==> src/hdl/rsmp_pkg.sv <==
// Shared types and constants for the polyphase resampler.
package rsmp_pkg;

	// Fixed field and register widths
	localparam int REQ_W     = 2;
	localparam int PSTEP_W   = 23;
	localparam int NPH_W     = 9;
	localparam int TCNT_W    = 7;
	localparam int CFG_IDX_W = 2;
	localparam int CPH_W     = 8;
	localparam int CTAP_W    = 6;
	localparam int PUSED_W   = 8;

	// Phase accumulator: 16 fraction bits, one guard bit above the register width
	localparam int            PHASE_FRAC = 16;
	localparam int            PA_W       = PSTEP_W + 1;
	localparam logic [PA_W-1:0] PHASE_ONE  = PA_W'(1) << PHASE_FRAC;
	localparam logic [PA_W-1:0] PHASE_HALF = PA_W'(1) << (PHASE_FRAC - 1);

	localparam int OUT_CAP  = 64;
	localparam int CNT_W    = $clog2(OUT_CAP + 1);
	localparam int MIN_TAPS = 8;

	localparam logic [PSTEP_W-1:0] PSTEP_RST = PSTEP_W'(65536);
	localparam logic [NPH_W-1:0]   NPH_RST   = NPH_W'(32);
	localparam logic [TCNT_W-1:0]  TCNT_RST  = TCNT_W'(64);

	typedef enum logic [REQ_W-1:0] {
		REQ_SAMPLE = 2'd0,
		REQ_COEF   = 2'd1,
		REQ_CLEAR  = 2'd2
	} req_t;

	typedef enum logic [CFG_IDX_W-1:0] {
		REG_PHASE_STEP = 2'd0,
		REG_NUM_PHASES = 2'd1,
		REG_TAP_COUNT  = 2'd2
	} cfg_reg_t;

	// Control that travels with each dot-product term
	typedef struct packed {
		logic valid;
		logic first;
		logic last;
	} term_ctl_t;

endpackage

==> src/hdl/rsmp_ring.sv <==
// Sample ring memory with per-entry valid bits; an unwritten entry reads as zero.
module rsmp_ring
	import rsmp_pkg::*;
#(
	parameter int MAX_TAPS    = 64,
	parameter int SAMPLE_BITS = 16
) (
	input  logic                          clk,
	input  logic                          arst_n,
	input  logic                          clr,
	input  logic                          we,
	input  logic [$clog2(MAX_TAPS)-1:0]   waddr,
	input  logic [SAMPLE_BITS-1:0]        wdata,
	input  logic [$clog2(MAX_TAPS)-1:0]   raddr,
	output logic signed [SAMPLE_BITS-1:0] rdata
);

	logic [SAMPLE_BITS-1:0] mem [MAX_TAPS];
	logic [MAX_TAPS-1:0]    vld_q;
	logic [SAMPLE_BITS-1:0] data_q;
	logic                   rd_vld_q;

	always_ff @(posedge clk or negedge arst_n) begin
		if (!arst_n) begin
			vld_q    <= '0;
			rd_vld_q <= 1'b0;
		end else begin
			rd_vld_q <= vld_q[raddr];
			if (clr) begin
				vld_q <= '0;
			end else if (we) begin
				vld_q[waddr] <= 1'b1;
			end
		end
	end

	always_ff @(posedge clk) begin
		if (we) begin
			mem[waddr] <= wdata;
		end
		data_q <= mem[raddr];
	end

	assign rdata = rd_vld_q ? $signed(data_q) : '0;

endmodule

==> config.mk <==
export PLATFORM = sky130hd
export DESIGN_NAME = rsmp_ring
export DESIGN_NICKNAME = d
export VERILOG_FILES = /design/src/hdl/rsmp_pkg.sv /design/src/hdl/rsmp_ring.sv
export SDC_FILE = /design/constraint.sdc
export NUM_CORES = 1
export LEC_CHECK = 0
export BUFFER_PORTS_ARGS = -buffer_cell sky130_fd_sc_hd__buf_2
export CELL_PAD_IN_SITES_DETAIL_PLACEMENT = 0
export CELL_PAD_IN_SITES_GLOBAL_PLACEMENT = 1
export CORE_UTILIZATION = 55
export DETAILED_ROUTE_END_ITERATION = 12
export PLACE_DENSITY = 0.79
export SYNTH_ARGS = -nofsm -noshare
export SYNTH_HDL_FRONTEND = slang
export SYNTH_SLANG_ARGS = --single-unit
==> constraint.sdc <==
create_clock -name clk -period 2.15 [get_ports clk]
set_input_delay 0.3225 -clock clk [delete_from_list [all_inputs] [get_ports clk]]
set_output_delay 0.3225 -clock clk [all_outputs]
set_load 0.02 [all_outputs]
# Word-level counts from Yosys, hierarchy flattened
# Memories as Yosys holds them, arrays and structs flattened. A register that Yosys moved wholly into a read port is not among the register bits.
# Cells that the tools add are included.
[classes] add_sub_neg=0 n_mul=0 div=0 n_lt_le_gt_ge=3 eq_ne=0 shift=0 n_mux=9 bitwise=1 n_reduce_logical=2
[ops] operator="2-to-1 mux 64 bit" count=2
[ops] operator="bitwise OR 64 bit" count=1
[ops] operator="2-to-1 mux 16 bit" count=1
[ops] operator="< comparator 6 x 7 -> 1 bit, second input constant" count=2
[ops] operator="binary-select mux 1 bit (select 6 bit)" count=1
[ops] operator="demux 1 bit (select 6 bit)" count=1
[ops] operator="greater-or-equal comparator 6 x 1 -> 1 bit, second input constant" count=1
[ops] operator="2-to-1 mux 1 bit" count=4
[ops] operator="nonzero test 2 bit" count=1
[ops] operator="logical AND 1 bit" count=1
[word_totals] regBits=65 latchBits=0 mem_bits_rw=1024 mem_bits_ro=0 input_bits=32 n_memories=1
[mem_list] name="mem" depth=64 width=16 read_ports=1 rd_clocked_by_memory_dff=1 wr=1 line="rsmp_ring.sv:18" rtl="logic [SAMPLE_BITS-1:0] mem [MAX_TAPS];"

# Depth between registers and ports, before layout
# Gate-level depths: netlist of run 1.
[depth] ltp_word=7 depth_mapped=9 mapped_depth_nobuf=5

# Worst setup path after synthesis of run 1
# Ideal clock, no wire load.
[synth_path] kind="input port to flip-flop" from="in waddr[5]" to="mem mem[48][0] (enable)" arrival_time_ns=2.581 t_required_ns=1.716 setup_slack_ns=-0.865 path_stages=4 path_buffers=1 cell_sequence="clkbuf_1 nand3_1 or2_2 nor4_1"
[synth_rtl] item="start: declaration" line="rsmp_ring.sv:12" rtl="input logic [$clog2(MAX_TAPS)-1:0] waddr,"
[synth_rtl] item="end: declaration" line="rsmp_ring.sv:18"
# No word-level cell before the write port.

==> impl_metrics.env, run 1 <==
export IMPL_fmax_mhz=483
export IMPL_clock_path_buffers=3
export IMPL_rows=101
export IMPL_cp_start_kind="register"
export IMPL_syn_instance_count=2087
export IMPL_power_share_clock=0.421
export IMPL_synthesis_nets=2119
export IMPL_clockRootBuffer="clkbuf_16"
export IMPL_clock_skew_ps=38.9
export IMPL_grt_pass1_vias=22561
export IMPL_end_kind="register"
export IMPL_drt_iter0_markers=2458
export IMPL_firstDrtPassIters=6
export IMPL_power_density_nw_per_um2=900
export IMPL_crit_path_max_fanout=1
export IMPL_setup_viol=0
export IMPL_ys_ff_latch=1105
export IMPL_reg2reg_to="data_q[15]$_DFF_P_"
export IMPL_maxSlewHeadroom=0.378
export IMPL_ff_latch_area_sq_um=32700
export IMPL_sw_frac_of_total=0.209
export IMPL_die_x_um=281
export IMPL_vdd_drop_max_mv=0.719
export IMPL_post_synth_num_cell_types=43
export IMPL_synthAdderAreaFrac=0
export IMPL_reg2reg_setup_slack_ps=80
export IMPL_stdcell_count=3540
export IMPL_internal_power_mw=36.1
export IMPL_synth_simple_gate_area_frac=0.0374
export IMPL_cp_arrival_ps=2590
export IMPL_viasPerCell=6.20
export IMPL_clkLatencyLatePin_ps=690
export IMPL_path_clk_slew_ps=60
export IMPL_cp_required_ps=2660
export IMPL_synth_seq_area_share=0.765
export IMPL_combPwrFrac=0.058
export IMPL_synth_area_leaders="edfxtp_1, mux4_2, dfrtp_1"
export IMPL_drive_above_1_share=0.315
export IMPL_multi_input_area_sq_um=9410
export IMPL_clock_sinks=1105
export IMPL_drc=0
export IMPL_synth_compound_area_frac=0.0256
export IMPL_routed_wl_um=103000
export IMPL_cts_buffers=105
export IMPL_yosysTopAreaCellShare=0.720
export IMPL_total_power_mw=45.6
export IMPL_rsz0062_at_grt="false"
export IMPL_vias=21935
export IMPL_nets=2450
export IMPL_drtAntennaViolNets=0
export IMPL_report_final_slew_viol_count=0
export IMPL_period_needed_ps=2070
export IMPL_maxCapViolations=0
export IMPL_antenna_found_initial=4
export IMPL_r2r_cells=5
export IMPL_synth_ff_type="edfxtp_1"
export IMPL_fp_dieArea_sq_um=78800
export IMPL_syn_area_per_cell_sq_um=20.5
export IMPL_p_leak_nw=17.0
export IMPL_synth_top_family_by_area="multiplexers"
export IMPL_grt_pass1_wl_um=152000
export IMPL_crit_type="register to register"
export IMPL_globalRouteTotalUtil=0.272
export IMPL_min_from="waddr[0]"
export IMPL_grt_max_degree=65
export IMPL_hold_path_class="input port to register"
export IMPL_postCtsSetupBuffers=0
export IMPL_die_height_um=281
export IMPL_outcome="complete, no violations"
export IMPL_period_share=0.963
export IMPL_synth_area_leader_cell="edfxtp_1"
export IMPL_holdPathEnd="vld_q[54]$_DFFE_PN0P_"
export IMPL_p_seq_frac=0.521
export IMPL_start_util=0.559
export IMPL_portBuffers=47
export IMPL_hold_violations=0
export IMPL_fin_util=0.662
export IMPL_area_delta_synth_final_pct=18.5
export IMPL_synth_async_reset_ratio=0.0588
export IMPL_p_sw_mw=9.50
export IMPL_tightest_slew_ps=933
export IMPL_synth_edff_count=1024
export IMPL_cts_tree="done"
export IMPL_avgRoutedWirePerCell_um=29.2
export IMPL_fp_coreArea_sq_um=76500
export IMPL_place_inst=3340
export IMPL_n_fill_cell=4892
export IMPL_h_tree_depth=3
export IMPL_dpl_hpwl_um=64100
export IMPL_overflow=0
export IMPL_r2r_start="mem[57][15]$_DFFE_PP_"
export IMPL_synth_mux_area_frac=0.155
export IMPL_hold_depth=4
export IMPL_ioPinCount=48
export IMPL_synth_xor_area_frac=0
export IMPL_synth_area_sq_um=42700
export IMPL_ys_warn_count=0
export IMPL_gp_congestion=0.861
==> critical path, stage by stage (launching register included) <==
cell      delay [ps]
edfxtp_1         370
mux4_1           510
mux2_2           280
a221oi_1         530
buf_4            200
a311oi_1          50
==> registers in the layout, summed over array words and instances, names as in the netlist <==
signal and cells:
data_q 16, vld_q 64, mem 1024, rd_vld_q 1
==> metal layers <==
layer	vias to the layer above	part of all wire	wire length, um	GRT usage
li1	9217	-	-	-
met1	11537	0.39	40100	0.371
met2	995	0.49	50900	0.444
met3	182	0.089	9240	0.0561
met4	4	0.031	3160	0.0883
met5	-	0.00023	24	0
==> final cells by class <==
cell class,instances,share of cell area
timing repair buffer,342,0.0715
antenna,3,0.000148
clock buffer,137,0.0563
clock inverter,59,0.0148
multi-input combinational,864,0.186
tap,1030,0.0255
sequential,1105,0.646
==> stage by stage <==
| stage | hold slack [ps] | setup TNS [ps] | cell area [sq um] | worst slack [ps] |
|---|---|---|---|---|
| 2_1_floorplan | 26.9 | -26690 | 42800 | -434 |
| 3_3_place_gp | 302 | -4330 | 47000 | -476 |
| 3_5_place_dp | 306 | -4510 | 47000 | -460 |
| 4_1_cts | 24.3 | 0 | 50600 | 45.9 |
| 5_1_grt | 68.6 | 0 | 50600 | 56.4 |
| 6_report | 44.0 | 0 | 50600 | 78.7 |
==> cell usage after synthesis, types with 26 or more instances <==
cell type  instances
a21oi_1           26
a22oi_1           47
buf_2             33
clkbuf_1          38
dfrtp_1           65
edfxtp_1        1024
mux2_2            29
mux2i_1           90
mux4_2           227
nand2_1           54
nand3_1           29
nor2_1           191
nor2b_1           31
==> repair_timing <==
action	4_1_cts	5_1_grt
endpoints found under the setup margin	1	0
endpoints found under the hold margin	47	0
hold buffers	1	0
resized for setup	1	0
==> kinds of logic after synthesis <==
| logic type | after synthesis |
|---|---|
| DFF | 1105 |
| and+or+nand+nor | 358 |
| muxes | 357 |
| AOI/OAI and AO/OA | 149 |
| buffers and inverters | 118 |
==> power by group through the flow <==
stage | clock network [mW] | registers (mW) | logic, mW
after floorplan | 0 | 24.2 | 1.28
after global placement | 0 | 24.2 | 2.59
after detailed placement | 0 | 24.2 | 2.64
after CTS | 19.4 | 23.7 | 2.66
after global routing | 20.1 | 23.7 | 2.79
final | 19.2 | 23.7 | 2.65
==> cells in the final DEF, fill, tap and decap left out, drive strengths merged, types with 3 or more instances in the layout <==
cell and instances:
buf 341, edfxtp 1024, a211oi 9, nor3 4, nand3 29, nor2 191, bufinv 16, a31oi 10
diode 3, dfrtp 65, a22oi 47, a311oi 9, a22o 5, clkbuf 137, a21oi 26, nand2b 3
a211o 9, inv 6, nand4 7, mux2 29, clkinvlp 4, mux2i 90, and2 20, clkinv 33
a41oi 3, mux4 238, a221o 5, nor4 6, o21ai 8, and4 3, a221oi 16, nor2b 31
nand2 54, and3 5, dfxtp 16
==> worst max-delay path by stage <==
| stage | start | endpoint | slack [ps] | depth (start not counted) |
|---|---|---|---|---|
| detailed placement | raddr[0] | data_q[15]$_DFF_P_ | -460 | 7 |
| floorplan | waddr[5] | mem[50][0]$_DFFE_PP_ | -430 | 4 |
| CTS | mem[57][15]$_DFFE_PP_ | data_q[15]$_DFF_P_ | 50 | 5 |
| finish | mem[57][15]$_DFFE_PP_ | data_q[15]$_DFF_P_ | 80 | 5 |
| global route | mem[4][2]$_DFFE_PP_ | data_q[2]$_DFF_P_ | 60 | 7 |
| global placement | raddr[0] | data_q[15]$_DFF_P_ | -480 | 8 |
(Power assumes the default switching activity.)
==> run 2, diff against run 1 <==
==> config.mk (replaced) <==
export PLATFORM = sky130hd
export DESIGN_NAME = rsmp_ring
export DESIGN_NICKNAME = d
export VERILOG_FILES = /design/src/hdl/rsmp_pkg.sv /design/src/hdl/rsmp_ring.sv
export SDC_FILE = /design/constraint.sdc
export NUM_CORES = 1
export LEC_CHECK = 0
export BUFFER_PORTS_ARGS = -buffer_cell sky130_fd_sc_hd__buf_4
export CELL_PAD_IN_SITES_DETAIL_PLACEMENT = 0
export CELL_PAD_IN_SITES_GLOBAL_PLACEMENT = 1
export CORE_UTILIZATION = 50
export DETAILED_ROUTE_END_ITERATION = 12
export PLACE_DENSITY = 0.76
export SYNTH_ARGS = -nofsm -noshare
export SYNTH_HDL_FRONTEND = slang
export SYNTH_SLANG_ARGS = --single-unit
==> constraint.sdc (replaced) <==
create_clock -name clk -period 1.7 [get_ports clk]
set_input_delay 0.255 -clock clk [delete_from_list [all_inputs] [get_ports clk]]
set_output_delay 0.255 -clock clk [all_outputs]
set_load 0.02 [all_outputs]
==> run 2 against run 1 <==
Against the previous run:
- global-route usage down 2.1 points
- critical endpoint is now data_q[5]$_DFF_P_
- die area is 9.9% higher
- worst setup slack got worse by 290 ps
- the flow now finishes with violations (negative setup slack)
- register-to-register slack got worse by 290 ps
- cell count grew 3.5%
- core utilization fell by 4.0 points
==> impl_metrics.env, run 2 (synthesis gave the netlist of run 1 again) <==
export IMPL_clock_skew_ps=27.4
export IMPL_vdd_drop_max_mv=0.902
export IMPL_endpoint="data_q[5]$_DFF_P_"
export IMPL_path_clk_slew_ps=60
export IMPL_viasPerCell=5.99
export IMPL_clock_path_buffers=3
export IMPL_drc=0
export IMPL_cts_tree="done"
export IMPL_globalRouteTotalUtil=0.251
export IMPL_total_power_mw=58.5
export IMPL_clock_sinks=1105
export IMPL_cts_buffers=108
export IMPL_h_tree_depth=3
export IMPL_portBuffers=47
export IMPL_cp_required_ps=2220
export IMPL_crit_path_start="mem[11][5]$_DFFE_PP_"
export IMPL_drive_above_1_share=0.357
export IMPL_clkLatencyLatePin_ps=680
export IMPL_hold_violations=0
export IMPL_grt_max_degree=65
export IMPL_nets=2464
export IMPL_rows=106
export IMPL_cp_start_kind="register"
export IMPL_stdcell_count=3665
export IMPL_start_util=0.508
export IMPL_mostFrequentLayoutCells="edfxtp_1, mux4_2, buf_4, nor2_1, buf_12"
export IMPL_fp_coreArea_sq_um=84100
export IMPL_power_density_nw_per_um2=1120
export IMPL_gp_congestion=0.847
export IMPL_timing_hold_ws_ps=16.6
export IMPL_reg_top3="mem x1024, vld_q x64, data_q x16"
export IMPL_clockRootBuffer="clkbuf_16"
export IMPL_die_x_um=294
export IMPL_avgRoutedWirePerCell_um=28.9
export IMPL_die_height_um=294
export IMPL_place_inst=3452
export IMPL_area_delta_synth_final_pct=22.3
export IMPL_grt_pass1_vias=22677
export IMPL_rsz0062_at_grt="true"
export IMPL_top_register="mem"
export IMPL_r2r_start="mem[11][5]$_DFFE_PP_"
export IMPL_fmax_mhz=523
export IMPL_largest_register_ffs=1024
export IMPL_antenna_found_initial=4
export IMPL_period_share=1.12
export IMPL_setup_slack_ps=-212
export IMPL_reg2reg_to="data_q[5]$_DFF_P_"
export IMPL_crit_path_max_fanout=1
export IMPL_fin_util=0.622
export IMPL_p_leak_nw=17.4
export IMPL_tightest_slew_ps=863
export IMPL_vias=21957
export IMPL_postCtsSetupBuffers=0
export IMPL_fin_area_sq_um=52300
export IMPL_drtAntennaViolNets=0
export IMPL_firstDrtPassIters=5
export IMPL_overflow=0
export IMPL_cp_arrival_ps=2430
export IMPL_maxSlewHeadroom=0.423
export IMPL_maxCapViolations=0
export IMPL_fp_dieArea_sq_um=86600
export IMPL_drt_iter0_markers=2265
export IMPL_grt_pass1_wl_um=154000
export IMPL_reg2reg_setup_slack_ps=-210
export IMPL_hold_path_class="input port to register"
export IMPL_placed_area_sq_um=48100
export IMPL_ioPinCount=48
export IMPL_dpl_hpwl_um=67100
export IMPL_crit_type="register to register"
export IMPL_r2r_cells=6
export IMPL_violations="negative setup slack"
export IMPL_report_final_slew_viol_count=0
export IMPL_outcome="finished, violations left"
export IMPL_setup_viol=28
export IMPL_layout_commonest_cell="edfxtp_1"
export IMPL_end_kind="register"
export IMPL_period_needed_ps=1910
export IMPL_routed_wl_um=106000
## run 2: cell type report
class                   instances  area (sq um)
flip-flops and latches       1105         32700
multi-input cells             864         10100
repair buffers                353          4290
diodes                          3          7.51
clock buffers                 161          3190
well taps                    1134          1420
clock inverters                45           588
fillers                      5769         31800
## run 2: worst min path at each step
stage / from / cells past startpoint / end
2_1_floorplan: arst_n / 0 / rd_vld_q$_DFF_PN0_
3_3_place_gp: arst_n / 1 / vld_q[22]$_DFFE_PN0P_
3_5_place_dp: arst_n / 1 / vld_q[16]$_DFFE_PN0P_
4_1_cts: arst_n / 2 / vld_q[23]$_DFFE_PN0P_
5_1_grt: wdata[13] / 1 / mem[19][13]$_DFFE_PP_
6_report: wdata[13] / 1 / mem[22][13]$_DFFE_PP_
## run 2: layer usage
layer | up-vias | global-route usage | part of all wire | routed length [um]
met4 | 6 | 0.0847 | 0.034 | 3560
met3 | 203 | 0.0480 | 0.082 | 8650
met2 | 930 | 0.416 | 0.50 | 52800
met1 | 11563 | 0.336 | 0.39 | 41000
met5 | - | 0 | 0.00040 | 42
li1 | 9255 | - | - | -
## run 2: repair_timing
item                       in CTS  in global routing
setup endpoints to repair      30                 32
pin swaps                      27                  5
gates cloned                    0                  1
hold buffers                    5                  0
hold endpoints to repair      107                  0
resized for setup              54                 31
## run 2: worst max-delay path, cell delays in order (launching register included)
cell and delay (ps):
edfxtp_1 400, mux4_2 510, nor2b_4 140, a211o_1 290
a31oi_1 180, buf_4 190, a311oi_2 50
## run 2: where the power goes
group          internal (mW)  switching (mW)
clock network           14.8            10.0
logic                   1.58            2.04
registers               29.9           0.107
## run 2: through the flow
stage,setup TNS (ps),setup WS [ps]
after detailed placement,-11660,-809
after global routing,-5030,-241
after CTS,-3880,-197
after global placement,-11090,-759
final,-3970,-212
after floorplan,-81630,-196
