File: src/hdl/rsmp_pkg.sv
// Shared types and constants for the polyphase resampler.
package rsmp_pkg;

	// Fixed field and register widths
	localparam int REQ_W     = 2;
	localparam int PSTEP_W   = 23;
	localparam int NPH_W     = 9;
	localparam int TCNT_W    = 7;
	localparam int CFG_IDX_W = 2;
	localparam int CPH_W     = 8;
	localparam int CTAP_W    = 6;
	localparam int PUSED_W   = 8;

	// Phase accumulator: 16 fraction bits, one guard bit above the register width
	localparam int            PHASE_FRAC = 16;
	localparam int            PA_W       = PSTEP_W + 1;
	localparam logic [PA_W-1:0] PHASE_ONE  = PA_W'(1) << PHASE_FRAC;
	localparam logic [PA_W-1:0] PHASE_HALF = PA_W'(1) << (PHASE_FRAC - 1);

	localparam int OUT_CAP  = 64;
	localparam int CNT_W    = $clog2(OUT_CAP + 1);
	localparam int MIN_TAPS = 8;

	localparam logic [PSTEP_W-1:0] PSTEP_RST = PSTEP_W'(65536);
	localparam logic [NPH_W-1:0]   NPH_RST   = NPH_W'(32);
	localparam logic [TCNT_W-1:0]  TCNT_RST  = TCNT_W'(64);

	typedef enum logic [REQ_W-1:0] {
		REQ_SAMPLE = 2'd0,
		REQ_COEF   = 2'd1,
		REQ_CLEAR  = 2'd2
	} req_t;

	typedef enum logic [CFG_IDX_W-1:0] {
		REG_PHASE_STEP = 2'd0,
		REG_NUM_PHASES = 2'd1,
		REG_TAP_COUNT  = 2'd2
	} cfg_reg_t;

	// Control that travels with each dot-product term
	typedef struct packed {
		logic valid;
		logic first;
		logic last;
	} term_ctl_t;

endpackage

File: src/hdl/rsmp_mac.sv
// Shared multiply-accumulate with round-half-up and saturation of the sum.
module rsmp_mac
	import rsmp_pkg::*;
#(
	parameter int MAX_TAPS    = 64,
	parameter int SAMPLE_BITS = 16,
	parameter int COEF_BITS   = 18
) (
	input  logic                          clk,
	input  logic                          arst_n,
	input  term_ctl_t                     ctl,
	input  logic signed [SAMPLE_BITS-1:0] sample,
	input  logic signed [COEF_BITS-1:0]   coef,
	output logic                          done,
	output logic [SAMPLE_BITS-1:0]        result
);

	localparam int PW = SAMPLE_BITS + COEF_BITS;
	localparam int AW = PW + $clog2(MAX_TAPS);

	localparam logic signed [AW:0] RND    = (AW + 1)'(1) << (COEF_BITS - 2);
	localparam logic signed [AW:0] SAT_HI = {{(AW + 2 - SAMPLE_BITS){1'b0}},
		{(SAMPLE_BITS - 1){1'b1}}};
	localparam logic signed [AW:0] SAT_LO = {{(AW + 2 - SAMPLE_BITS){1'b1}},
		{(SAMPLE_BITS - 1){1'b0}}};

	term_ctl_t             ctl_s2;
	logic signed [PW-1:0]  prod_s2;
	logic signed [AW-1:0]  acc_q;
	logic                  done_q;
	logic signed [AW:0]    rnd;
	logic signed [AW:0]    shr;

	always_ff @(posedge clk or negedge arst_n) begin
		if (!arst_n) begin
			ctl_s2 <= '0;
			done_q <= 1'b0;
		end else begin
			ctl_s2 <= ctl;
			done_q <= ctl_s2.valid && ctl_s2.last;
		end
	end

	always_ff @(posedge clk) begin
		prod_s2 <= sample * coef;
		if (ctl_s2.valid) begin
			if (ctl_s2.first) begin
				acc_q <= AW'(prod_s2);
			end else begin
				acc_q <= acc_q + AW'(prod_s2);
			end
		end
	end

	always_comb begin
		rnd = (AW + 1)'(acc_q) + RND;
		shr = rnd >>> (COEF_BITS - 1);
		if (shr > SAT_HI) begin
			result = SAT_HI[SAMPLE_BITS-1:0];
		end else if (shr < SAT_LO) begin
			result = SAT_LO[SAMPLE_BITS-1:0];
		end else begin
			result = shr[SAMPLE_BITS-1:0];
		end
	end

	assign done = done_q;

endmodule
File: config.mk
export PLATFORM = sky130hd
export DESIGN_NAME = rsmp_mac
export DESIGN_NICKNAME = d
export VERILOG_FILES = /design/src/hdl/rsmp_pkg.sv /design/src/hdl/rsmp_mac.sv
export SDC_FILE = /design/constraint.sdc
export NUM_CORES = 1
export LEC_CHECK = 0
export ABC_AREA = 1
export ABC_CLOCK_PERIOD_IN_PS = 1930
export BUFFER_PORTS_ARGS = -buffer_cell sky130_fd_sc_hd__clkbuf_2
export CORE_MARGIN = 2
export CORE_UTILIZATION = 50
export CTS_CLUSTER_SIZE = 20
export DETAILED_ROUTE_END_ITERATION = 16
export GPL_ROUTABILITY_DRIVEN = 1
export PLACE_DENSITY = 0.74
export SLEW_MARGIN = 40
export SYNTH_ARGS = -nofsm -noshare
export SYNTH_HDL_FRONTEND = slang
export SYNTH_SLANG_ARGS = --single-unit
File: constraint.sdc
create_clock -name clk -period 1.93 [get_ports clk]
set_input_delay 0.193 -clock clk [delete_from_list [all_inputs] [get_ports clk]]
set_output_delay 0.193 -clock clk [all_outputs]
set_load 0.01 [all_outputs]
Word-level counts from Yosys, hierarchy flattened. Index checks and enable logic that the tools add are counted.

$add $sub $neg: 2. Multiply operators: 1. Div/mod/pow operators: 0. $lt $le $gt $ge: 2. Equality and inequality tests: 0. Shifts and indexed selects: 0. Multiplexer cells: 3. Bitwise operators: 0. Reductions and logical operators: 1.

Operator list (count): 40-bit by 18-bit adder with 41-bit output (second input constant) (1); 40-bit by 34-bit adder with 40-bit output (1); 40-bit two-way mux (1); 16-bit by 18-bit multiplier with 34-bit output (1); 16-bit two-way mux (2); 24-bit by 16-bit greater-than comparator with 1-bit output (second input constant) (1); 24-bit by 16-bit less-than comparator with 1-bit output (second input constant) (1); 1-bit logical AND (1).

Register bits: 78. Latch bits: 0. Bits in writable memories: 0. ROM bits: 0. Input bits: 39. Output and inout bits: 17. Word-level logic and storage cells: 15. Memories: 0.

Longest topological paths before layout. Gate-level depths: netlist (run 1).

Word-level depth: 4. Mapped depth: 29. Mapped depth without buffers: 27.

Worst setup path before layout (run 1). No wires, ideal clock.

Path kind: input to register. From: input sample[5]. To: register prod_s2[33]. Setup time: 0.058 ns. Arrival: 5.377 ns. Required time: 1.872 ns. Setup slack: -3.505 ns. Stages on the path: 20. Buffers on the path: 2. Cells stage by stage: clkbuf_1 > clkbuf_1 > nand2_1 > fa_1 > inv_1 > fa_1 > fa_1 > fa_1 > inv_1 > fa_1 > fa_1 > inv_1 > ha_1 > inv_1 > nor3_1 > nand2_1 > o21ai_0 > nand2b_1 > nand3_1 > nand2_1.

Longest elaborated chain between the ends: 1.

Ends and longest elaborated chain: start, declared (line rsmp_mac.sv:12) `input logic signed [SAMPLE_BITS-1:0] sample,`; 16-bit by 18-bit multiplier with 34-bit output (line rsmp_mac.sv:45) `prod_s2 <= sample * coef;`; end signal, assigned (line rsmp_mac.sv:45); end, declared (line rsmp_mac.sv:28) `logic signed [PW-1:0] prod_s2;`.

Every way passes these cells. A chain may end at the register's enable or synchronous reset.

Worst setup path in the final report (run 1).
From: input coef[17]. To: register prod_s2[27].

Longest elaborated chain between the ends: 1.

Ends and longest elaborated chain: start, declared (line rsmp_mac.sv:13) `input logic signed [COEF_BITS-1:0] coef,`; 16-bit by 18-bit multiplier with 34-bit output (line rsmp_mac.sv:45).

Every way passes these cells.

==> results of run 1 <==
==> per-stage QoR <==
step           worst slack [ns]  area [um^2]  hold WS [ns]  setup TNS (ns)
3_5_place_dp              -3.48        22300        0.0135         -101.20
5_1_grt                   -3.15        27700         0.183         -106.80
2_1_floorplan             -2.91        19700        -0.103          -74.93
4_1_cts                   -2.91        25400         0.175          -86.19
3_3_place_gp              -3.39        22300        0.0122          -97.78
6_report                  -3.03        27700         0.169         -101.44
==> cells by family after synthesis <==
| family | count (synthesis) | synth area share [%] |
|---|---|---|
| buffers and inverters | 745 | 15.6 |
| and+or+nand+nor | 1177 | 26.8 |
| adders and majority gates | 417 | 40.9 |
| DFF | 78 | 11.0 |
| AOI/OAI and AO/OA | 113 | 3.45 |
| xor gates and xnor gates | 48 | 2.32 |
==> worst register-to-register path, stage by stage (launching register included) <==
cell,delay [ns]
edfxtp_1,0.46
buf_4,0.18
buf_6,0.11
ha_4,0.31
nand2_4,0.10
nor2_4,0.20
nand2_2,0.11
nor2_1,0.25
nand2_1,0.25
nand3_1,0.14
nand2_1,0.06
nand3_1,0.06
nand2_1,0.09
==> cells in the mapped netlist (all sizes together) <==
cell type    n  share of area [%]
nand4       19               0.66
edfxtp      40                6.6
and2         1              0.041
o21ai       24               0.66
clkbuf      66                1.4
nand3b      18               0.75
buf          6               0.28
dfxtp       34                3.8
or2         15               0.52
dfrtp        4               0.55
xnor2       16               0.77
a21oi       66                1.8
nor4         2              0.069
o21bai       9               0.39
clkinv       3              0.062
a21boi       2              0.083
a21o         7               0.29
ha         126                8.7
and3         2              0.069
a31oi        2              0.069
xor2        32                1.5
nor2       155                3.4
inv        670                 14
nand2b       1              0.035
o211ai       3               0.12
nand2      848                 18
fa         291                 32
nor3        10               0.30
nand3      106                3.0
==> worst min-delay path by stage <==
stage	start	endpoint
floorplan	arst_n	ctl_s2[0]$_DFF_PN0_
global placement	arst_n	done$_DFF_PN0_
detailed placement	arst_n	done$_DFF_PN0_
CTS	arst_n	done$_DFF_PN0_
global route	arst_n	done$_DFF_PN0_
finish	arst_n	done$_DFF_PN0_
==> cell usage in the layout (no fill, tap or decap), drive strengths merged, types with 15 or more instances in the layout <==
master  Yosys  routed
nand2     848     848
inv       670     672
buf         6     488
fa        291     291
nor2      155     155
ha        126     126
nand3     106     106
a21oi      66      66
clkbuf     66      43
edfxtp     40      40
dfxtp      34      34
xor2       32      32
o21ai      24      24
nand4      19      19
nand3b     18      18
xnor2      16      16
or2        15      15
==> area by class of cell <==
cell class	instances	area share [%]
Multi-Input combinational cell	1755	62.7
Timing Repair Buffer	524	17.8
Inverter	673	9.22
Sequential cell	78	7.18
Tap cell	461	2.08
Clock buffer	11	0.841
Clock inverter	5	0.127
==> per-layer routing <==
| metal | wire length [um] | GRT usage (%) | vias to the layer above |
|---|---|---|---|
| met4 | 5260 | 11.9 | 0 |
| li1 | - | - | 8442 |
| met2 | 34800 | 56.6 | 1230 |
| met3 | 5850 | 3.08 | 476 |
| met5 | 0 | 0 | - |
| met1 | 24600 | 36.8 | 9428 |
==> registers in the layout (all words and copies together), names as in the netlist <==
register / count
done: 1
acc_q: 40
prod_s2: 34
ctl_s2: 3
==> repair_timing <==
item,in CTS,in global routing
pin swaps,228,305
hold endpoints to repair,7,0
buffers inserted,68,78
resized for setup,552,523
cloned,6,2
hold buffers,4,0
endpoints found under the setup margin,81,82
==> results.tsv, run 1 <==
stage	metric	value	unit
critical_path	crit_chain	clkbuf_16 > buf_16 > nand2_4 > inv_2 > fa_2 > fa_2 > buf_6 > fa_2 > fa_1 > fa_1 > inv_1 > fa_1 > inv_2 > ha_4 > nand2_4 > nor2_4 > inv_4 > nor2_4 > nand4_1 > o211ai_1 > xor2_1	
critical_path	reg2reg_depth	12	
critical_path	worstSetupEndpoint	prod_s2[27]$_DFF_P_	
timing	finalMaxSlewViolations	0	
critical_path	crit_slowest_cell	fa_2	
timing	max_freq	202	MHz
critical_path	r2r_end	acc_q[38]$_DFFE_PP_	
clock_tree	clkSinkCount	78	
timing	timing.final.ws_setup	-3.03	ns
critical_path	cp-start-kind	input pin	
timing	hold_violations	0	
timing	finalClockSkew	0.0106	ns
layout	fillers	2104	
logic_synthesis	syn-cell-area	18100	um^2
layout	multi_input_area	17400	um^2
layout	ff_latch_area	1990	um^2
critical_path	critical-path-top-delay-family	adder cells	
timing	period_share	257	%
job	drv_cap	0	
critical_path	reg2reg_from	acc_q[23]$_DFFE_PP_	
placed_design	port-buffer-count	55	
global_route	grt_overflow	0	
layout	area_growth	52.9	%
global_route	track_usage	30.7	%
layout	antennaDiodeCount	0	
critical_path	critPathMaxStageDelay	0.63	ns
detailed_routing	ant_nets	0	
logic_synthesis	synth_cells	2578	
status	violations	setup timing	
clock_tree	worstSkewPairLatency	0.36	ns
logic_synthesis	ys_types	38	
detailed_routing	viasPerCell	5.58	
global_route	grt_pass1_vias	19300	
critical_path	crit_start	coef[17]	
layout	fin_cells	3507	
clock_tree	cts-buffers-inserted	9	
logic_synthesis	syn_nets	3034	
die	die_w	194	um
detailed_routing	dr.pass1.iters	7	
clock_tree	clock-root-buffer	clkbuf_16	
critical_path	required	2.23	ns
detailed_routing	drc_errors	0	
layout	nNetsFinal	3497	
clock_tree	tritoncts	built	
logic_synthesis	yosysSeqAreaShare	11.0	%
detailed_routing	wl	70.6	mm
clock_tree	clk_pin_slew	0.07	ns
timing	rsz0062_at_grt	true	
logic_synthesis	ys_ff_latch	78	
die	ios	56	
critical_path	critical_path_class	in2reg	
layout	drive_gt1_share	44.7	%
logic_synthesis	syn_area_per_cell	7.02	um^2
layout	final_util	77.8	%
critical_path	endpoint_kind	flip-flop	
die	core_area	35600	um^2
logic_synthesis	yosys_warnings	0	
clock_tree	ctsHtreeMaxLevel	3	
global_route	grt_max_degree	42	
die	floorplan.die_area	37700	um^2
placed_design	gp_congestion	0.972	
timing	relSlewSlack	44.4	%
placed_design	dp.cells	3347	
die	dieHeight	194	um
timing	period_minus_slack	4.96	ns
die	row_count	69	
critical_path	critical_path_buf_inv_count	7	
critical_path	r2r_setup_slack	-0.64	ns
timing	setup_viol	79	
min_path	hold_class	in2async	
critical_path	crit_arrival	5.25	ns
detailed_routing	vias	19600	
die	start_util	50.9	%
critical_path	cp_max_fo	5	
global_route	grt_pass1_wl	93.9	mm
global_route	antenna_found_initial	0	
status	status	complete, but fails checks	
detailed_routing	wl_per_cell	20.1	um
detailed_routing	drt_iter0_drc	1726	
placed_design	hpwl	44.0	mm
critical_path	worstSetupPathDepth	21	
timing	worst_pin_slew	0.829	ns
clock_tree	cts_buffer_depth	2	
Power of run 1 is left out: the tool's default activity adds up to more than one toggle a clock period on the data nets, which glitch-free logic cannot reach.
==> inputs of run 2 (changes only) <==
--- a/config.mk
+++ b/config.mk
@@ -14,6 +14,7 @@
 export DETAILED_ROUTE_END_ITERATION = 16
 export GPL_ROUTABILITY_DRIVEN = 1
 export PLACE_DENSITY = 0.74
+export RECOVER_POWER = 25
 export SLEW_MARGIN = 40
 export SYNTH_ARGS = -nofsm -noshare
 export SYNTH_HDL_FRONTEND = slang
==> results.tsv, run 2 (synthesized netlist as in run 1, its figures left out) <==
stage	metric	value	unit
layout	final_cell_mix	548 x nand2_1, 539 x inv_1, 331 x buf_4	
clock_tree	cts_buffer_depth	2	
clock_tree	clock-root-buffer	clkbuf_16	
timing	period_share	257	%
clock_tree	cts-buffers-inserted	9	
die	core_area	35600	um^2
timing	worst_pin_slew	1.34	ns
global_route	antenna_found_initial	0	
timing	rsz0062_at_grt	true	
timing	finalClockSkew	0.00662	ns
critical_path	r2r_end	acc_q[38]$_DFFE_PP_	
global_route	grt_pass1_vias	19300	
timing	max_freq	202	MHz
layout	antennaDiodeCount	0	
layout	ff_latch_area	1990	um^2
detailed_routing	wl	70.7	mm
critical_path	reg2reg_depth	12	
die	start_util	50.9	%
critical_path	reg2reg_from	acc_q[23]$_DFFE_PP_	
critical_path	cp_max_fo	5	
critical_path	crit_arrival	5.25	ns
layout	nNetsFinal	3497	
global_route	grt_max_degree	42	
layout	largest_reg_flops	40	
timing	timing.final.ws_setup	-3.02	ns
critical_path	endpoint_kind	flip-flop	
detailed_routing	vias	19500	
clock_tree	ctsHtreeMaxLevel	3	
detailed_routing	dr.pass1.iters	7	
status	violations	setup timing	
critical_path	crit_chain	clkbuf_16 > buf_16 > nand2_4 > inv_2 > fa_2 > fa_2 > buf_6 > fa_2 > fa_1 > fa_1 > inv_1 > fa_1 > inv_2 > ha_4 > nand2_4 > nor2_4 > inv_4 > nor2_4 > nand4_1 > o211ai_1 > xor2_1	
critical_path	required	2.23	ns
detailed_routing	drc_errors	0	
critical_path	critPathMaxStageDelay	0.63	ns
die	row_count	69	
timing	finalMaxSlewViolations	0	
layout	drive_gt1_share	44.6	%
layout	fillers	2107	
critical_path	cp-start-kind	input pin	
detailed_routing	drt_iter0_drc	1686	
clock_tree	tritoncts	built	
timing	relSlewSlack	10.4	%
critical_path	r2r_setup_slack	-0.63	ns
critical_path	critical_path_class	in2reg	
die	die_w	194	um
die	dieHeight	194	um
detailed_routing	viasPerCell	5.57	
placed_design	gp_congestion	0.972	
layout	mostFrequentLayoutCell	nand2_1	
timing	whs	0.192	ns
timing	period_minus_slack	4.95	ns
job	drv_cap	0	
timing	setup_viol	80	
global_route	track_usage	30.7	%
critical_path	crit_slowest_cell	fa_2	
layout	area_growth	52.8	%
timing	hold_violations	0	
die	ios	56	
detailed_routing	wl_per_cell	20.2	um
layout	top_regs	acc_q (40), prod_s2 (34), ctl_s2 (3)	
placed_design	hpwl	44.0	mm
global_route	grt_pass1_wl	93.9	mm
status	status	complete, but fails checks	
min_path	hold_class	in2async	
placed_design	port-buffer-count	55	
layout	multi_input_area	17400	um^2
clock_tree	clkSinkCount	78	
global_route	grt_overflow	0	
detailed_routing	ant_nets	0	
clock_tree	worstSkewPairLatency	0.36	ns
die	floorplan.die_area	37700	um^2
clock_tree	clk_pin_slew	0.07	ns
layout	top_register	acc_q	
==> run 2: changes by cell type in the layout (fill, tap and decap cells not counted) <==
cell,delta
buf_12,-1
clkbuf_1,+3
clkbuf_2,-1
buf_4,-1
==> run 2: worst max-delay path, delay by kind of cell <==
kind	cells	cell delay [ns]
fa+ha+maj	7	3.49
buf+inv	7	0.63
simple gates	5	0.46
compound gates	1	0.30
xor+xnor	1	0.16
==> run 2: layout make-up <==
| cell class | count | area share (%) |
|---|---|---|
| multi-input cells | 1755 | 62.8 |
| inverters | 673 | 9.22 |
| repair buffers | 524 | 17.8 |
| well taps | 461 | 2.09 |
| clock buffers | 11 | 0.841 |
| flip-flops and latches | 78 | 7.18 |
| clock inverters | 5 | 0.127 |
==> run 2: metrics by stage <==
| step | util (%) | worst slack, ns | TNS (ns) | instance area (um^2) | instances |
|---|---|---|---|---|---|
| final | 77.8 | -3.02 | -101.87 | 27700 | 3507 |
| after global routing | 77.8 | -3.15 | -107.39 | 27700 | 3507 |
| after CTS | 71.3 | -2.91 | -86.19 | 25400 | 3438 |
| after detailed placement | 62.7 | -3.48 | -101.20 | 22300 | 3347 |
| after global placement | 62.7 | -3.39 | -97.78 | 22300 | 3347 |
| after floorplan | - | -2.91 | -74.93 | 19700 | 2578 |
==> run 2: how the worst max path moves through the flow <==
| stage | slack (ns) | to | cells past startpoint | startpoint |
|---|---|---|---|---|
| 2_1_floorplan | -2.91 | prod_s2[33]$_DFF_P_ | 23 | sample[3] |
| 3_3_place_gp | -3.39 | prod_s2[27]$_DFF_P_ | 15 | sample[1] |
| 3_5_place_dp | -3.48 | prod_s2[27]$_DFF_P_ | 21 | sample[15] |
| 4_1_cts | -2.91 | prod_s2[27]$_DFF_P_ | 20 | coef[17] |
| 5_1_grt | -3.15 | prod_s2[27]$_DFF_P_ | 22 | coef[17] |
| 6_report | -3.02 | prod_s2[27]$_DFF_P_ | 21 | coef[17] |
==> run 2: routing by layer <==
layer | vias up | part of all wire, % | global-route usage [%]
li1 | 8443 | - | -
met1 | 9421 | 35 | 36.8
met2 | 1231 | 50 | 56.6
met4 | 0 | 7.2 | 11.9
met3 | 452 | 8.3 | 3.08
met5 | - | 0 | 0
==> run 2: what timing repair did <==
action	4_1_cts	5_1_grt
buffers inserted	68	78
gates cloned	6	2
setup endpoints to repair	81	82
pin swaps	228	305
endpoints found under the hold margin	7	0
resized for setup	552	523
hold buffers	4	0
Power of run 2 is left out for the same reason.
==> inputs of run 3 (changes only) <==
--- a/config.mk
+++ b/config.mk
@@ -6,15 +6,16 @@
 export NUM_CORES = 1
 export LEC_CHECK = 0
 export ABC_AREA = 1
-export ABC_CLOCK_PERIOD_IN_PS = 1930
 export BUFFER_PORTS_ARGS = -buffer_cell sky130_fd_sc_hd__clkbuf_2
+export CELL_PAD_IN_SITES_DETAIL_PLACEMENT = 1
+export CELL_PAD_IN_SITES_GLOBAL_PLACEMENT = 1
 export CORE_MARGIN = 2
-export CORE_UTILIZATION = 50
+export CORE_UTILIZATION = 44
 export CTS_CLUSTER_SIZE = 20
 export DETAILED_ROUTE_END_ITERATION = 16
 export GPL_ROUTABILITY_DRIVEN = 1
-export PLACE_DENSITY = 0.74
-export RECOVER_POWER = 25
+export PLACE_DENSITY = 0.85
+export RECOVER_POWER = 50
 export SLEW_MARGIN = 40
 export SYNTH_ARGS = -nofsm -noshare
 export SYNTH_HDL_FRONTEND = slang
==> results.tsv, run 3 <==
stage	metric	value	unit
logic_synthesis	syn_nets	3034	
logic_synthesis	yosys_warnings	0	
global_route	track_usage	73.7	%
logic_synthesis	synth_area_leaders	fa_1 32%, nand2_1 17%, inv_1 14%, ha_1 8.7%, edfxtp_1 6.6%	
die	start_util	44.4	%
placed_design	gp_congestion	0.919	
logic_synthesis	synth_edf_count	40	
die	row_count	74	
logic_synthesis	yosys-top-cells-count	821 x nand2_1, 669 x inv_1, 291 x fa_1	
logic_synthesis	synth_top_cell_area_share	32.2	%
placed_design	hpwl	60.6	mm
logic_synthesis	synth_fa_ha_area_share	40.9	%
status	error	[ERROR GRT-0232] Routing congestion too high. Check the congestion heatmap in the GUI.	
clock_tree	clock-root-buffer	clkbuf_16	
placed_design	port-buffer-count	55	
logic_synthesis	yosysSeqAreaShare	11.0	%
die	dieHeight	207	um
logic_synthesis	ys_ff_latch	78	
logic_synthesis	async_flop_share	5.13	%
logic_synthesis	synth-xor-area-share	2.32	%
die	ios	56	
clock_tree	cts_buffer_depth	2	
status	haltStage	global routing	
timing	worstEndpointType	register input	
logic_synthesis	yosys.cell_count.top_type	nand2_1	
global_route	grt_max_degree	42	
die	die_w	207	um
clock_tree	cts-buffers-inserted	9	
logic_synthesis	synth_cells	2578	
status	status	stopped before the end	
logic_synthesis	syn-cell-area	18100	um^2
logic_synthesis	synth_mux_area_share	0	%
timing	worst_endpoint	prod_s2[31]$_DFF_P_/D	
clock_tree	ctsHtreeMaxLevel	3	
logic_synthesis	yosysTopAreaCell	fa_1	
logic_synthesis	synth-simple-area-share	26.8	%
clock_tree	clkSinkCount	78	
logic_synthesis	ys_types	38	
logic_synthesis	syn_area_per_cell	7.02	um^2
logic_synthesis	synth_top_family_by_area	adder cells	
logic_synthesis	synth-compound-area-share	3.45	%
logic_synthesis	synth_flop_cell	edfxtp_1	
global_route	grt_overflow	96	
-- run 3: cell counts after synthesis --
No cell type changed its count.
-- run 3: cells by family after synthesis --
group | Yosys count
adders and majority gates | 417
and+or+nand+nor | 1177
buffers and inverters | 745
AOI/OAI and AO/OA | 113
xor gates and xnor gates | 48
DFF | 78
-- run 3: metal layers --
metal / GRT overflow / track usage (%)
met1: 0 / 72.9
met2: 65 / 93.3
met3: 0 / 56.1
met4: 31 / 75.7
met5: 0 / 15.7
-- run 3: through the flow --
stage / util [%] / std cells / setup WS, ns / instance area [um^2]
CTS: 65.1 / 3577 / -3.07 / 26500
detailed placement: 55.4 / 3453 / -3.73 / 22600
global placement: 55.4 / 3453 / -3.34 / 22600
floorplan: - / 2578 / -2.91 / 19700
-- run 3: repair_timing --
| action | CTS |
|---|---|
| setup buffers | 108 |
| setup endpoints to repair | 81 |
| cloned | 5 |
| endpoints found under the hold margin | 7 |
| gates resized for setup | 686 |
| pin swaps | 287 |
| hold buffers | 4 |
==> inputs of run 4 (changes only) <==
--- a/config.mk
+++ b/config.mk
@@ -7,14 +7,11 @@
 export LEC_CHECK = 0
 export ABC_AREA = 1
 export BUFFER_PORTS_ARGS = -buffer_cell sky130_fd_sc_hd__clkbuf_2
-export CELL_PAD_IN_SITES_DETAIL_PLACEMENT = 1
-export CELL_PAD_IN_SITES_GLOBAL_PLACEMENT = 1
 export CORE_MARGIN = 2
-export CORE_UTILIZATION = 44
-export CTS_CLUSTER_SIZE = 20
+export CORE_UTILIZATION = 35
 export DETAILED_ROUTE_END_ITERATION = 16
 export GPL_ROUTABILITY_DRIVEN = 1
-export PLACE_DENSITY = 0.85
+export PLACE_DENSITY_LB_ADDON = 0.15
 export RECOVER_POWER = 50
 export SLEW_MARGIN = 40
 export SYNTH_ARGS = -nofsm -noshare
==> constraint.sdc (replaced) <==
create_clock -name clk -period 2.5 [get_ports clk]
set_input_delay 0.25 -clock clk [delete_from_list [all_inputs] [get_ports clk]]
set_output_delay 0.25 -clock clk [all_outputs]
set_load 0.01 [all_outputs]
==> results.tsv, run 4 (synthesized netlist as in run 1, its figures left out) <==
stage	metric	value	unit
global_route	grt_pass1_vias	17500	
detailed_routing	vias	16500	
status	violations	setup timing	
timing	period_share	196	%
timing	max_freq	204	MHz
critical_path	crit_slowest_cell	fa_2	
global_route	grt_overflow	0	
critical_path	crit_arrival	5.17	ns
critical_path	crit_top_cell	fa_1	
detailed_routing	drt_iter0_drc	929	
die	die_w	231	um
critical_path	critPathMaxStageDelay	0.63	ns
global_route	grt_max_degree	39	
critical_path	cp_max_fo	7	
detailed_routing	dr.pass1.iters	5	
placed_design	hpwl	47.1	mm
timing	hold_violations	0	
global_route	antenna_found_initial	0	
timing	setup_viol	44	
die	row_count	83	
critical_path	reg2reg_depth	11	
clock_tree	clock-root-buffer	clkbuf_16	
placed_design	port-buffer-count	55	
critical_path	critical_path_class	in2reg	
critical_path	r2r_setup_slack	0.12	ns
die	core_area	51200	um^2
layout	mostFrequentLayoutCell	nand2_1	
critical_path	crit_start	coef[17]	
critical_path	required	2.76	ns
die	ios	56	
clock_tree	worstSkewPairLatency	0.38	ns
timing	worst_pin_slew	1.37	ns
detailed_routing	ant_nets	0	
layout	top_regs	acc_q (40), prod_s2 (34), ctl_s2 (3)	
job	drv_cap	0	
timing	relSlewSlack	8.95	%
layout	drive_gt1_share	28.8	%
layout	final_cell_mix	726 x nand2_1, 588 x inv_1, 257 x fa_1	
min_path	hold_class	in2async	
layout	top_register	acc_q	
critical_path	crit_chain	clkbuf_16 > buf_16 > nand2_4 > inv_2 > fa_2 > fa_2 > buf_6 > fa_1 > fa_1 > fa_1 > inv_2 > fa_1 > inv_2 > ha_4 > nand2_8 > nor2_4 > inv_4 > nor3_4 > buf_4 > a21oi_2 > nand3_1 > nand2_1	
status	status	complete, but fails checks	
die	start_util	35.3	%
placed_design	gp_congestion	0.919	
detailed_routing	viasPerCell	4.59	
clock_tree	clkSinkCount	78	
clock_tree	ctsHtreeMaxLevel	3	
layout	antennaDiodeCount	0	
clock_tree	tritoncts	built	
critical_path	endpoint_kind	flip-flop	
die	dieHeight	231	um
timing	rsz0062_at_grt	true	
critical_path	cp-start-kind	input pin	
detailed_routing	wl_per_cell	15.5	um
clock_tree	clk_pin_slew	0.06	ns
timing	period_minus_slack	4.91	ns
clock_tree	cts_buffer_depth	2	
timing	finalClockSkew	0.0212	ns
clock_tree	cts-buffers-inserted	9	
timing	finalMaxSlewViolations	0	
timing	timing.final.ws_setup	-2.41	ns
detailed_routing	drc_errors	0	
layout	fillers	5128	
critical_path	r2r_end	acc_q[27]$_DFFE_PP_	
layout	postLayoutCellArea	24600	um^2
detailed_routing	wl	55.4	mm
placed_design	place_area	21900	um^2
layout	largest_reg_flops	40	
critical_path	worstSetupEndpoint	prod_s2[31]$_DFF_P_	
global_route	track_usage	21.4	%
layout	nNetsFinal	3357	
global_route	grt_pass1_wl	90.4	mm
critical_path	reg2reg_from	acc_q[17]$_DFFE_PP_	
layout	area_growth	36.0	%
die	floorplan.die_area	53500	um^2
run 4: timing repair:
item	CTS	global route
pin swaps	164	159
gates resized for setup	243	228
buffers inserted	55	34
setup endpoints to repair	44	70
cloned	4	0
hold endpoints to repair	7	0
hold buffers	4	0
run 4: how the worst min path moves through the flow:
stage	startpoint	endpoint	slack (ns)	cells after the start
6_report	arst_n	ctl_s2[2]$_DFF_PN0_	0.25	2
3_5_place_dp	arst_n	ctl_s2[1]$_DFF_PN0_	0.06	1
5_1_grt	arst_n	ctl_s2[0]$_DFF_PN0_	0.28	2
2_1_floorplan	arst_n	ctl_s2[0]$_DFF_PN0_	-0.05	0
3_3_place_gp	arst_n	ctl_s2[1]$_DFF_PN0_	0.05	1
4_1_cts	arst_n	ctl_s2[1]$_DFF_PN0_	0.20	2
run 4: routing by layer:
layer | part of all wire, % | global-route usage, % | up-vias
met1 | 45 | 27.8 | 7913
met5 | 0 | 0 | -
met3 | 3.0 | 1.49 | 92
met4 | 2.6 | 6.21 | 0
li1 | - | - | 8175
met2 | 49 | 38.0 | 282
run 4: through the flow:
step	TNS [ns]	utilization (%)	worst slack [ns]	hold slack, ns	cells
detailed placement	-74.85	42.7	-2.96	0.0603	3477
finish	-59.99	48.1	-2.41	0.252	3586
global placement	-74.47	42.7	-2.93	0.0547	3477
CTS	-60.69	46.1	-2.42	0.205	3554
floorplan	-59.23	-	-2.40	-0.0456	2578
global route	-66.53	48.1	-2.57	0.282	3586
run 4: cell type report:
class,instances,area (um^2),area share [%]
Timing Repair Buffer,384,3600,14.6
Sequential cell,78,1980,8.05
Tap cell,680,851,3.46
Clock buffer,10,229,0.930
Clock inverter,6,47.5,0.193
Multi-Input combinational cell,1755,15400,62.4
Inverter,673,2550,10.3
run 4: critical path, delay by kind of cell:
family                   cells  cell delay (ns)
buffers and inverters        8             0.79
adder cells (fa/ha/maj)      7             3.45
AND/OR/NAND/NOR              6             0.62
AO/OA/AOI/OAI                1             0.06
Power of run 4 is left out for the same reason.
